[src/osut_pkg.sv]
// Shared constants and types for the oversampled UART transceiver.
// No dependencies; the top level refers to it by scoped names.
package osut_pkg;

    // Item commands
    typedef enum logic [1:0] {
        CMD_TICK = 2'd0,
        CMD_SEND = 2'd1,
        CMD_READ = 2'd2,
        CMD_NOP  = 2'd3
    } cmd_t;

    // Configuration register indexes
    localparam int CFG_INDEX_W = 1;
    localparam logic [CFG_INDEX_W-1:0] CFG_BAUD_DIVISOR = 1'd0;
    localparam logic [CFG_INDEX_W-1:0] CFG_RX_ENABLE    = 1'd1;

    // Reset values and fixed widths
    localparam int          DEFAULT_RX_FIFO_DEPTH = 16;
    localparam logic [7:0]  BAUD_DIVISOR_RESET    = 8'd3;
    localparam logic        RX_ENABLE_RESET       = 1'b1;
    localparam int          CNT_W                 = 4;
    localparam logic [3:0]  RX_FRAME_BITS         = 4'd10;
    localparam logic [7:0]  TX_MASK_FIRST         = 8'h01;
    localparam logic [7:0]  TX_MASK_LAST          = 8'h80;

endpackage

[src/osut_ram.sv]
// Generic single-write, single-read RAM with registered read data.
// No dependencies.
module osut_ram #(
    parameter int WIDTH  = 8,
    parameter int DEPTH  = 16,
    parameter int ADDR_W = $clog2(DEPTH)
) (
    input  logic              clk,
    input  logic              wr_en,
    input  logic [ADDR_W-1:0] wr_addr,
    input  logic [WIDTH-1:0]  wr_data,
    input  logic              rd_en,
    input  logic [ADDR_W-1:0] rd_addr,
    output logic [WIDTH-1:0]  rd_data
);

    logic [WIDTH-1:0] mem [DEPTH];
    logic [WIDTH-1:0] rd_data_reg;

    always_ff @(posedge clk)
    begin
        if (wr_en)
        begin
            mem[wr_addr] <= wr_data;
        end
        if (rd_en)
        begin
            rd_data_reg <= mem[rd_addr];
        end
    end

    assign rd_data = rd_data_reg;

endmodule

[src/oversampled_uart_transceiver.sv]
// Oversampled UART transceiver, one 8N1 channel, one item per command.
// An item is captured in the input register, then its result in the result
// register. Throughput: one item per cycle unless a held result stalls it;
// the state update and result sit in one logic pass between the two registers.
// Reset: control state, config registers and the ring valid bits clear at
// once (entries never written read as zero); no clearing pass is needed.
module oversampled_uart_transceiver #(
    parameter int RX_FIFO_DEPTH = osut_pkg::DEFAULT_RX_FIFO_DEPTH
) (
    input  logic                           clk,
    input  logic                           rst_n,
    // configuration write channel
    input  logic                           cfg_valid,
    output logic                           cfg_ready,
    input  logic [osut_pkg::CFG_INDEX_W-1:0] cfg_index,
    input  logic [7:0]                     cfg_data,
    // input items
    input  logic                           in_valid,
    output logic                           in_ready,
    input  logic [1:0]                     command,
    input  logic                           rx_line,
    input  logic [7:0]                     tx_data,
    // result items
    output logic                           out_valid,
    input  logic                           out_ready,
    output logic                           tx_line,
    output logic                           tx_busy,
    output logic                           send_accepted,
    output logic [osut_pkg::CNT_W-1:0]     rx_count,
    output logic [7:0]                     read_data,
    output logic                           rx_byte_done
);

    localparam int PTR_W = $clog2(RX_FIFO_DEPTH);

    typedef enum logic [1:0] {
        TX_IDLE  = 2'd0,
        TX_START = 2'd1,
        TX_DATA  = 2'd2,
        TX_STOP  = 2'd3
    } tx_state_t;

    // ---------------- registers ----------------
    // config
    logic [7:0]         div_reg;
    logic               rx_en_reg;
    // input stage
    logic               s1_valid_reg;
    osut_pkg::cmd_t     s1_cmd_reg;
    logic               s1_line_reg;
    logic [7:0]         s1_data_reg;
    // read-side bookkeeping captured with the RAM read
    logic               rd_valid_reg;
    logic               rd_hit_reg;
    logic [7:0]         rd_byp_reg;
    // block state
    logic [7:0]         phase_reg,  phase_next;
    logic [3:0]         rx_cnt_reg, rx_cnt_next;
    logic [7:0]         rx_sph_reg, rx_sph_next;
    logic [7:0]         rx_shift_reg, rx_shift_next;
    logic [PTR_W-1:0]   head_reg,   head_next;
    logic [PTR_W-1:0]   tail_reg,   tail_next;
    tx_state_t          tx_state_reg, tx_state_next;
    logic [7:0]         tx_mask_reg, tx_mask_next;
    logic [7:0]         tx_byte_reg, tx_byte_next;
    logic               tx_level_reg, tx_level_next;
    logic [RX_FIFO_DEPTH-1:0] vbits_reg;
    // result register
    logic               out_valid_reg;
    logic               tx_line_reg;
    logic               tx_busy_reg;
    logic               send_acc_reg, send_acc_next;
    logic [osut_pkg::CNT_W-1:0] rx_count_reg, rx_count_next;
    logic [7:0]         read_data_reg, read_data_next;
    logic               done_reg, done_next;

    // ---------------- handshake ----------------
    logic               s1_go;
    logic               in_acc;
    logic               ring_we;
    logic [7:0]         ram_q;
    logic               rd_hit;

    assign s1_go     = s1_valid_reg && (!out_valid_reg || out_ready);
    assign in_ready  = !s1_valid_reg || s1_go;
    assign in_acc    = in_valid && in_ready;
    assign cfg_ready = 1'b1;

    // ---------------- single-pass item logic ----------------
    logic [7:0]         pc_inc;
    logic [7:0]         pc_new;
    logic [8:0]         sp_sum;
    logic [8:0]         sp_red;
    logic [PTR_W-1:0]   head_inc;
    logic [PTR_W-1:0]   tail_inc;
    logic [PTR_W:0]     diff;

    always_comb
    begin
        phase_next    = phase_reg;
        rx_cnt_next   = rx_cnt_reg;
        rx_sph_next   = rx_sph_reg;
        rx_shift_next = rx_shift_reg;
        head_next     = head_reg;
        tail_next     = tail_reg;
        tx_state_next = tx_state_reg;
        tx_mask_next  = tx_mask_reg;
        tx_byte_next  = tx_byte_reg;
        tx_level_next = tx_level_reg;
        send_acc_next = 1'b0;
        read_data_next = 8'd0;
        done_next     = 1'b0;
        ring_we       = 1'b0;

        head_inc = (head_reg == PTR_W'(RX_FIFO_DEPTH - 1)) ? '0 : head_reg + 1'b1;
        tail_inc = (tail_reg == PTR_W'(RX_FIFO_DEPTH - 1)) ? '0 : tail_reg + 1'b1;

        // phase counter wraps at the divisor; divisor zero pins it at 0
        pc_inc = phase_reg + 8'd1;
        pc_new = (pc_inc >= div_reg) ? 8'd0 : pc_inc;

        // mid-bit sample phase, half a bit after the start edge
        sp_sum = {1'b0, pc_new} + {2'b00, div_reg[7:1]};
        if (div_reg == 8'd0)
        begin
            sp_red = 9'd0;
        end
        else if (sp_sum >= {1'b0, div_reg})
        begin
            sp_red = sp_sum - {1'b0, div_reg};
        end
        else
        begin
            sp_red = sp_sum;
        end

        if (s1_go)
        begin
            case (s1_cmd_reg)
                osut_pkg::CMD_TICK:
                begin
                    phase_next = pc_new;
                    // receiver
                    if (rx_en_reg)
                    begin
                        if (rx_cnt_reg != 4'd0)
                        begin
                            if (pc_new == rx_sph_reg)
                            begin
                                rx_shift_next = {s1_line_reg, rx_shift_reg[7:1]};
                                rx_cnt_next   = rx_cnt_reg + 4'd1;
                                if (rx_cnt_next >= osut_pkg::RX_FRAME_BITS)
                                begin
                                    rx_cnt_next = 4'd0;
                                    ring_we     = 1'b1;
                                    head_next   = head_inc;
                                    done_next   = 1'b1;
                                end
                            end
                        end
                        else if (!s1_line_reg)
                        begin
                            rx_sph_next   = sp_red[7:0];
                            rx_cnt_next   = 4'd1;
                            rx_shift_next = 8'd0;
                        end
                    end
                    else
                    begin
                        rx_cnt_next = 4'd0;
                    end
                    // transmitter steps one bit at phase zero
                    if (pc_new == 8'd0)
                    begin
                        case (tx_state_reg)
                            TX_START:
                            begin
                                tx_level_next = 1'b0;
                                tx_state_next = TX_DATA;
                                tx_mask_next  = osut_pkg::TX_MASK_FIRST;
                            end
                            TX_DATA:
                            begin
                                tx_level_next = |(tx_byte_reg & tx_mask_reg);
                                if (|(tx_mask_reg & osut_pkg::TX_MASK_LAST))
                                begin
                                    tx_state_next = TX_STOP;
                                end
                                else
                                begin
                                    tx_mask_next = {tx_mask_reg[6:0], 1'b0};
                                end
                            end
                            TX_STOP:
                            begin
                                tx_level_next = 1'b1;
                                tx_mask_next  = osut_pkg::TX_MASK_FIRST;
                                tx_state_next = TX_IDLE;
                            end
                            default:
                            begin
                                tx_state_next = tx_state_reg;
                            end
                        endcase
                    end
                end
                osut_pkg::CMD_SEND:
                begin
                    if (tx_state_reg == TX_IDLE)
                    begin
                        tx_byte_next  = s1_data_reg;
                        tx_state_next = TX_START;
                        send_acc_next = 1'b1;
                    end
                end
                osut_pkg::CMD_READ:
                begin
                    // stale entry on empty read (zero if the slot was never written); tail moves regardless
                    if (rd_hit_reg)
                    begin
                        read_data_next = rd_byp_reg;
                    end
                    else if (rd_valid_reg)
                    begin
                        read_data_next = ram_q;
                    end
                    tail_next = tail_inc;
                end
                default:
                begin
                    tail_next = tail_reg;
                end
            endcase
        end

        // ring occupancy, head minus tail modulo depth
        if (head_next >= tail_next)
        begin
            diff = {1'b0, head_next} - {1'b0, tail_next};
        end
        else
        begin
            diff = {1'b0, head_next} + (PTR_W + 1)'(RX_FIFO_DEPTH) - {1'b0, tail_next};
        end
        rx_count_next = osut_pkg::CNT_W'(diff);
    end

    // The next item's ring read goes out as it is accepted, at the tail left
    // by the item now finishing; a same-cycle store at that slot is bypassed.
    assign rd_hit = ring_we && (head_reg == tail_next);

    osut_ram #(
        .WIDTH  (8),
        .DEPTH  (RX_FIFO_DEPTH),
        .ADDR_W (PTR_W)
    ) u_ring (
        .clk     (clk),
        .wr_en   (ring_we),
        .wr_addr (head_reg),
        .wr_data (rx_shift_next),
        .rd_en   (in_acc),
        .rd_addr (tail_next),
        .rd_data (ram_q)
    );

    // ---------------- registers ----------------
    always_ff @(posedge clk or negedge rst_n)
    begin
        if (!rst_n)
        begin
            div_reg       <= osut_pkg::BAUD_DIVISOR_RESET;
            rx_en_reg     <= osut_pkg::RX_ENABLE_RESET;
            s1_valid_reg  <= 1'b0;
            s1_cmd_reg    <= osut_pkg::CMD_NOP;
            s1_line_reg   <= 1'b1;
            s1_data_reg   <= 8'd0;
            rd_valid_reg  <= 1'b0;
            rd_hit_reg    <= 1'b0;
            rd_byp_reg    <= 8'd0;
            phase_reg     <= 8'd0;
            rx_cnt_reg    <= 4'd0;
            rx_sph_reg    <= 8'd0;
            rx_shift_reg  <= 8'd0;
            head_reg      <= '0;
            tail_reg      <= '0;
            tx_state_reg  <= TX_IDLE;
            tx_mask_reg   <= osut_pkg::TX_MASK_FIRST;
            tx_byte_reg   <= 8'd0;
            tx_level_reg  <= 1'b1;
            vbits_reg     <= '0;
            out_valid_reg <= 1'b0;
            tx_line_reg   <= 1'b1;
            tx_busy_reg   <= 1'b0;
            send_acc_reg  <= 1'b0;
            rx_count_reg  <= '0;
            read_data_reg <= 8'd0;
            done_reg      <= 1'b0;
        end
        else
        begin
            // the user must send config writes only while the block is idle; the block does not enforce it
            if (cfg_valid)
            begin
                case (cfg_index)
                    osut_pkg::CFG_BAUD_DIVISOR: div_reg   <= cfg_data;
                    osut_pkg::CFG_RX_ENABLE:    rx_en_reg <= cfg_data[0];
                    default:                    div_reg   <= div_reg;
                endcase
            end

            if (in_acc)
            begin
                s1_valid_reg <= 1'b1;
                s1_cmd_reg   <= osut_pkg::cmd_t'(command);
                s1_line_reg  <= rx_line;
                s1_data_reg  <= tx_data;
                rd_valid_reg <= vbits_reg[tail_next] || rd_hit;
                rd_hit_reg   <= rd_hit;
                rd_byp_reg   <= rx_shift_next;
            end
            else if (s1_go)
            begin
                s1_valid_reg <= 1'b0;
            end

            phase_reg    <= phase_next;
            rx_cnt_reg   <= rx_cnt_next;
            rx_sph_reg   <= rx_sph_next;
            rx_shift_reg <= rx_shift_next;
            head_reg     <= head_next;
            tail_reg     <= tail_next;
            tx_state_reg <= tx_state_next;
            tx_mask_reg  <= tx_mask_next;
            tx_byte_reg  <= tx_byte_next;
            tx_level_reg <= tx_level_next;
            if (ring_we)
            begin
                vbits_reg[head_reg] <= 1'b1;
            end

            if (s1_go)
            begin
                out_valid_reg <= 1'b1;
                tx_line_reg   <= tx_level_next;
                tx_busy_reg   <= (tx_state_next != TX_IDLE);
                send_acc_reg  <= send_acc_next;
                rx_count_reg  <= rx_count_next;
                read_data_reg <= read_data_next;
                done_reg      <= done_next;
            end
            else if (out_ready)
            begin
                out_valid_reg <= 1'b0;
            end
        end
    end

    assign out_valid     = out_valid_reg;
    assign tx_line       = tx_line_reg;
    assign tx_busy       = tx_busy_reg;
    assign send_accepted = send_acc_reg;
    assign rx_count      = rx_count_reg;
    assign read_data     = read_data_reg;
    assign rx_byte_done  = done_reg;

endmodule
[config.mk]
export PLATFORM = sky130hd
export DESIGN_NAME = oversampled_uart_transceiver
export DESIGN_NICKNAME = d
export VERILOG_FILES = /design/src/osut_pkg.sv /design/src/osut_ram.sv /design/src/oversampled_uart_transceiver.sv
export SDC_FILE = /design/constraint.sdc
export NUM_CORES = 1
export LEC_CHECK = 0
export ABC_AREA = 1
export BUFFER_PORTS_ARGS = -buffer_cell sky130_fd_sc_hd__buf_2
export CAP_MARGIN = 10
export CORE_ASPECT_RATIO = 1.1
export CORE_MARGIN = 3
export CORE_UTILIZATION = 38
export CTS_CLUSTER_DIAMETER = 200
export DETAILED_ROUTE_END_ITERATION = 8
export SYNTH_ARGS = -nofsm -noshare
export SYNTH_HDL_FRONTEND = slang
export SYNTH_SLANG_ARGS = --single-unit
[constraint.sdc]
create_clock -name clk -period 5.9 [get_ports clk]
set_input_delay 0 -clock clk [delete_from_list [all_inputs] [get_ports clk]]
set_output_delay 0 -clock clk [all_outputs]
set_load 0.05 [all_outputs]
### After elaboration in Yosys (flattened, before gate mapping)

Memories as Yosys holds them, arrays and structs flattened. A register that Yosys moved wholly into a read port is not among the register bits.
Cells that the tools add are included.

* muxes and demuxes: 58
* reduce and logical (&&, ||, !) cells: 28
* bitwise operators: 5
* equal/unequal tests: 12
* add/sub/neg operators: 9
* order comparisons: 7

Operator list (count)
* $mux W8: 13
* $mux W4: 16
* $mux W1: 19
* $add A4 B1 Y4 const B: 4
* $logic_not A8 Y1: 2
* $or A16 B16 Y16: 1
* $pmux W8 S2: 1
* $lt A4 B5 Y1 const B: 2
* $reduce_and A5 Y1: 2
* $add A8 B7 Y9: 1
* $ge A9 B8 Y1: 1
* $add A8 B1 Y8 const B: 1
* $and A8 B8 Y8: 1
* $eq A4 B4 Y1 const B: 2
* $eq A8 B8 Y1: 1
* $ge A8 B8 Y1: 1
* $mux W2: 4
* $reduce_and A4 Y1: 2
* $reduce_bool A2 Y1: 4
* $reduce_or A8 Y1: 1
* $sub A4 B4 Y4: 2
* $sub A8 B8 Y8: 1
* $eq A2 B2 Y1 const B: 3
* $ne A3 B2 Y1 const B: 2
* 20 further kinds: 32

* bits in writable memories: 128
* output and inout bits: 19
* register bits after elaboration: 119
* input bits: 25
* word-level logic and storage cells: 148
* memories: 1

Memory list
* u_ring.mem: words 16, width 8, read ports 1, clocked after Yosys merged registers in 1, wr ports 1, RTL line osut_ram.sv:17 `logic [WIDTH-1:0] mem [DEPTH];`

### Longest topological paths before layout

* depth in word-level cells: 12
* gate-level depth with buffers: 35
* depth with buffers taken out: 35

### Hierarchy

From an unflattened synthesis, not the netlist that was laid out.

* cell total of the unflattened synthesis: 1435
* area, all modules: 12839.8 µm²

By module, submodules not included
* oversampled_uart_transceiver: sequential area each 2989.1 µm², cells an instance 884, instances 1, area an instance 6993.0 µm²
* osut_ram: sequential area each 4083.9 µm², cells an instance 551, instances 1, area an instance 5846.9 µm²

### Worst setup path before layout

Ideal clock, no wire load.

* path type: register to register
* start: register phase_reg[0]
* end: register rx_sph_reg[6]
* slack: 1.666 ns
* library setup time: 0.124 ns
* data arrival time: 4.110 ns
* stages on the path, launching flop included: 32
* required time: 5.776 ns
* cell sequence: dfrtp_1 ha_1 nand2_1 inv_1 nand2_1 nand2_1 nand2_1 inv_2 ha_1 nand2_1 nor2_1 nand2_2 nand3_1 inv_1 ha_1 fa_1 xor2_1 ha_1 nand2_1 o21ai_0 a21oi_1 o21ai_0 nand2_1 nand2_1 nand2_1 nand2_1 nand2_1 nand2_1 buf_2 nand2_1 o211ai_1 nand2_1

* word-level cells in the longest chain between the ends: 7
* elaborated cells between the ends (all ways): 8

Ends and longest elaborated chain
* from (decl): RTL line oversampled_uart_transceiver.sv:57 `logic [7:0] phase_reg, phase_next;`
* from (signal assigned): RTL line oversampled_uart_transceiver.sv:326 `phase_reg <= phase_next;`
* $add A8 B1 Y8 *: RTL line oversampled_uart_transceiver.sv:119 `pc_inc = phase_reg + 8'd1;`
* $ge A8 B8 Y1: RTL line oversampled_uart_transceiver.sv:120 `pc_new = (pc_inc >= div_reg) ? 8'd0 : pc_inc;`
* $mux W8 *: RTL line oversampled_uart_transceiver.sv:120
* via pc_new[0]: RTL line oversampled_uart_transceiver.sv:91 `logic [7:0] pc_new;`
* $add A8 B7 Y9 *: RTL line oversampled_uart_transceiver.sv:123 `sp_sum = {1'b0, pc_new} + {2'b00, div_reg[7:1]};`
* $sub A8 B8 Y8 / $ge A9 B8 Y1 (equally long branches): RTL line oversampled_uart_transceiver.sv:130, oversampled_uart_transceiver.sv:128
* $mux W8 *: RTL line oversampled_uart_transceiver.sv:128 `else if (sp_sum >= {1'b0, div_reg})`
* $mux W8 *: RTL line oversampled_uart_transceiver.sv:124 `if (div_reg == 8'd0)`
* to (signal assigned): RTL line oversampled_uart_transceiver.sv:328 `rx_sph_reg <= rx_sph_next;`
* to (decl): RTL line oversampled_uart_transceiver.sv:59 `logic [7:0] rx_sph_reg, rx_sph_next;`

Mark *: on every way through the listed nets, which the timed path passes. The rest lies on a longest branch.
A chain may end at the register's enable or synchronous reset.

### Final worst setup path

* start: register phase_reg[0]
* end: register rx_sph_reg[2]

Same word-level chain as after synthesis.

==> summary.txt <==
Clock tree
  • Clk slew on worst S/H paths: 60 ps
  • Setup Fix Bufs, Post-CTS: 0
  • CTS tree: yes
  • Root buffer cell: clkbuf_16
  • Clock buffer depth: 3
  • H-tree Lvls: 1
  • Cts bufs inserted: 28
  • CTS Sinks: 255
  • Clk Latency, worst-skew pair: 560 ps

Detailed routing
  • Vias/cell: 5.10
  • Drt pass-1 iters: 5
  • Drt drc: 0
  • Wire length per cell: 16.8 um
  • Final wirelength: 29000 um
  • Via Count: 8831
  • Detail Route Antenna Nets: 0
  • 1st-iter DRT viols: 673

Floorplanning
  • Boundary Pins: 44
  • Initial core utilization: 0.389
  • Overall die width: 176 um
  • Die area: 33800 um2
  • Die Ht: 192 um
  • Core area: 30800 um2
  • # rows: 67

Worst setup path
  • Slowest cell on the critical path: dfrtp_1
  • Worst Path Arrival: 5430 ps
  • FF-to-FF Start: phase_reg[0]
  • Reg2reg end: rx_sph_reg[2]
  • CP delay by family, top: simple AND/OR/NAND/NOR gates
  • Setup crit start: phase_reg[0]
  • Largest fanout on the critical path: 16
  • Crit path kind: reg -> reg
  • WP data required: 6330 ps
  • CP bufs+invs: 3
  • Kind of end point of the critical path: register
  • Reg2Reg Depth: 28
  • Slowest stage delay, CP: 440 ps
  • Worst Setup Start Kind: register
  • Worst path most repeated cell: nand2_1
  • FF-to-FF setup slack: 900 ps

Timing
  • Tmin final: 5000 ps
  • Slew HR: 0.382
  • Final Cycle Share: 0.847
  • Setup_tns: 0 ps
  • Hold Slack: -9.52 ps
  • RSZ-0062 raised after global routing: false
  • Endpoints failing hold: 9
  • Least-Margin Pin Slew: 927 ps
  • Final Max Slew Viols: 0
  • Final setup vio count: 0
  • Clock Skew: 17.8 ps
  • Peak Freq: 0.200 GHz

Synth
  • Yosys cell types: 47
  • Synth Net Count: 1304
  • Cell Area, Synth: 12000 um2
  • Synth warn: 0
  • Synthesized area per cell: 9.74 um2
  • Seq/Total Area, Yosys: 0.589
  • Synth Register Bits: 255
  • Synthesized instance count: 1234

Finish
  • Largest register FFs: 128
  • Share of cells above drive strength 1: 0.0940
  • Nets: 1367
  • Most frequent cells in the layout: nand2_1 (269), nor2_1 (138), edfxtp_1 (136)
  • Layout area overhead: 14.8%
  • Diode count: 0
  • Most common cell after layout, fill and taps aside: nand2_1

Pwr
  • Sw power: 2.58 mW
  • Power Internal: 3.90 mW
  • Leak: 6.20 nW
  • Clock network power share: 0.262
  • Reg power frac: 0.347
  • Comb power frac: 0.391
  • Power per standard cell area: 470 nW/um2
  • Sw Ratio: 0.398
  • VDD IR max: 0.266 mV

Job
  • Max-cap viol count: 0

Global routing
  • Number of global-route vias before repair: 8932
  • Largest net degree at the start of global routing: 77
  • First-pass GRT wire length: 47500 um
  • Tot GR Track Use: 0.174
  • GRT Residual Overflow: 0
  • Initial antenna violation count: 0

Status
  • Violated checks: negative hold slack
  • Status: finished, violations left

Placement
  • HPWL after DPL: 18800 um
  • PortBufs: 42
  • Final RePlAce weighted congestion: 0.868

Worst hold path
  • Worst min path class: in -> async
metal layers:
metal / vias to the layer above / GRT usage / wire (um)
li1: 4316 / - / -
met1: 4284 / 0.230 / 13200
met2: 184 / 0.300 / 13900
met3: 47 / 0.0242 / 1210
met4: 0 / 0.0493 / 744
met5: - / 0 / 0
worst max path at each step:
stage	endpoint	slack, ps	cells past startpoint
after detailed placement	rx_sph_reg[2]	970	28
after floorplan	rx_sph_reg[6]	1670	31
after CTS	rx_sph_reg[2]	930	28
final	rx_sph_reg[2]	900	28
after global placement	rx_count[2]	1060	34
after global routing	rx_count[2]	330	34
per-stage QoR:
stage	cells	instance area, um2	power (mW)	setup slack [ps]	util
after floorplan	1234	12000	4.10	1670	-
after global placement	1656	12600	4.75	1060	0.410
after detailed placement	1656	12600	4.80	973	0.410
after CTS	1733	13800	6.53	932	0.447
after global routing	1733	13800	6.96	332	0.447
final	1733	13800	6.48	904	0.447
Yosys cell counts (all sizes together):
master	number	area, um2
a211oi	1	7.51
a21o	1	7.51
o31ai	2	15.0
ha	41	513
nand3	57	300
nor4	2	12.5
dfstp	9	236
o22ai	9	56.3
buf	16	86.3
clkinv	1	3.75
a221oi	2	17.5
o21a	1	7.51
nor2	141	556
clkbuf	28	105
fa	4	80.1
o2111ai	1	8.76
o221ai	28	245
nand3b	2	15.0
and2	2	12.5
xnor2	2	17.5
dfrtp	110	2750
or2	2	12.5
a21oi	31	159
nand2	275	1040
inv	123	462
conb	1	3.75
o21ai	141	706
nand4	12	75.1
o211ai	11	82.6
a31oi	2	12.5
edfxtp	136	4080
nor3	6	41.3
o21bai	8	60.1
xor2	17	149
a22oi	9	67.6
cell families (layout without fill, tap and decap cells):
| family | count (synthesis) | in the layout | share of synthesized area |
|---|---|---|---|
| buf+inv | 168 | 253 | 0.0547 |
| flops | 255 | 255 | 0.589 |
| fa+ha+maj | 45 | 45 | 0.0494 |
| xor+xnor | 19 | 19 | 0.0138 |
| compound gates | 247 | 247 | 0.121 |
| other cells | 1 | 1 | 0.000312 |
| simple gates | 499 | 499 | 0.172 |
cell type report:
| type | instances | area, um2 |
|---|---|---|
| multi-input cells | 811 | 4300 |
| clock buffers | 36 | 741 |
| repair buffers | 77 | 538 |
| clock inverters | 16 | 159 |
| fillers | 2967 | 17100 |
| flip-flops and latches | 255 | 7070 |
| inverters | 124 | 465 |
| well taps | 414 | 518 |
power by group through the flow:
stage	clock, mW	combinational (mW)	sequential [mW]
6_report	1.70	2.53	2.25
5_1_grt	1.82	2.87	2.27
4_1_cts	1.74	2.55	2.25
3_5_place_dp	0	2.51	2.28
3_3_place_gp	0	2.47	2.28
2_1_floorplan	0	1.74	2.37
repair_timing:
action	4_1_cts	5_1_grt
hold endpoints to repair	75	0
hold buffers	25	0
gates resized for setup	0	0
(Power assumes the default switching activity.)
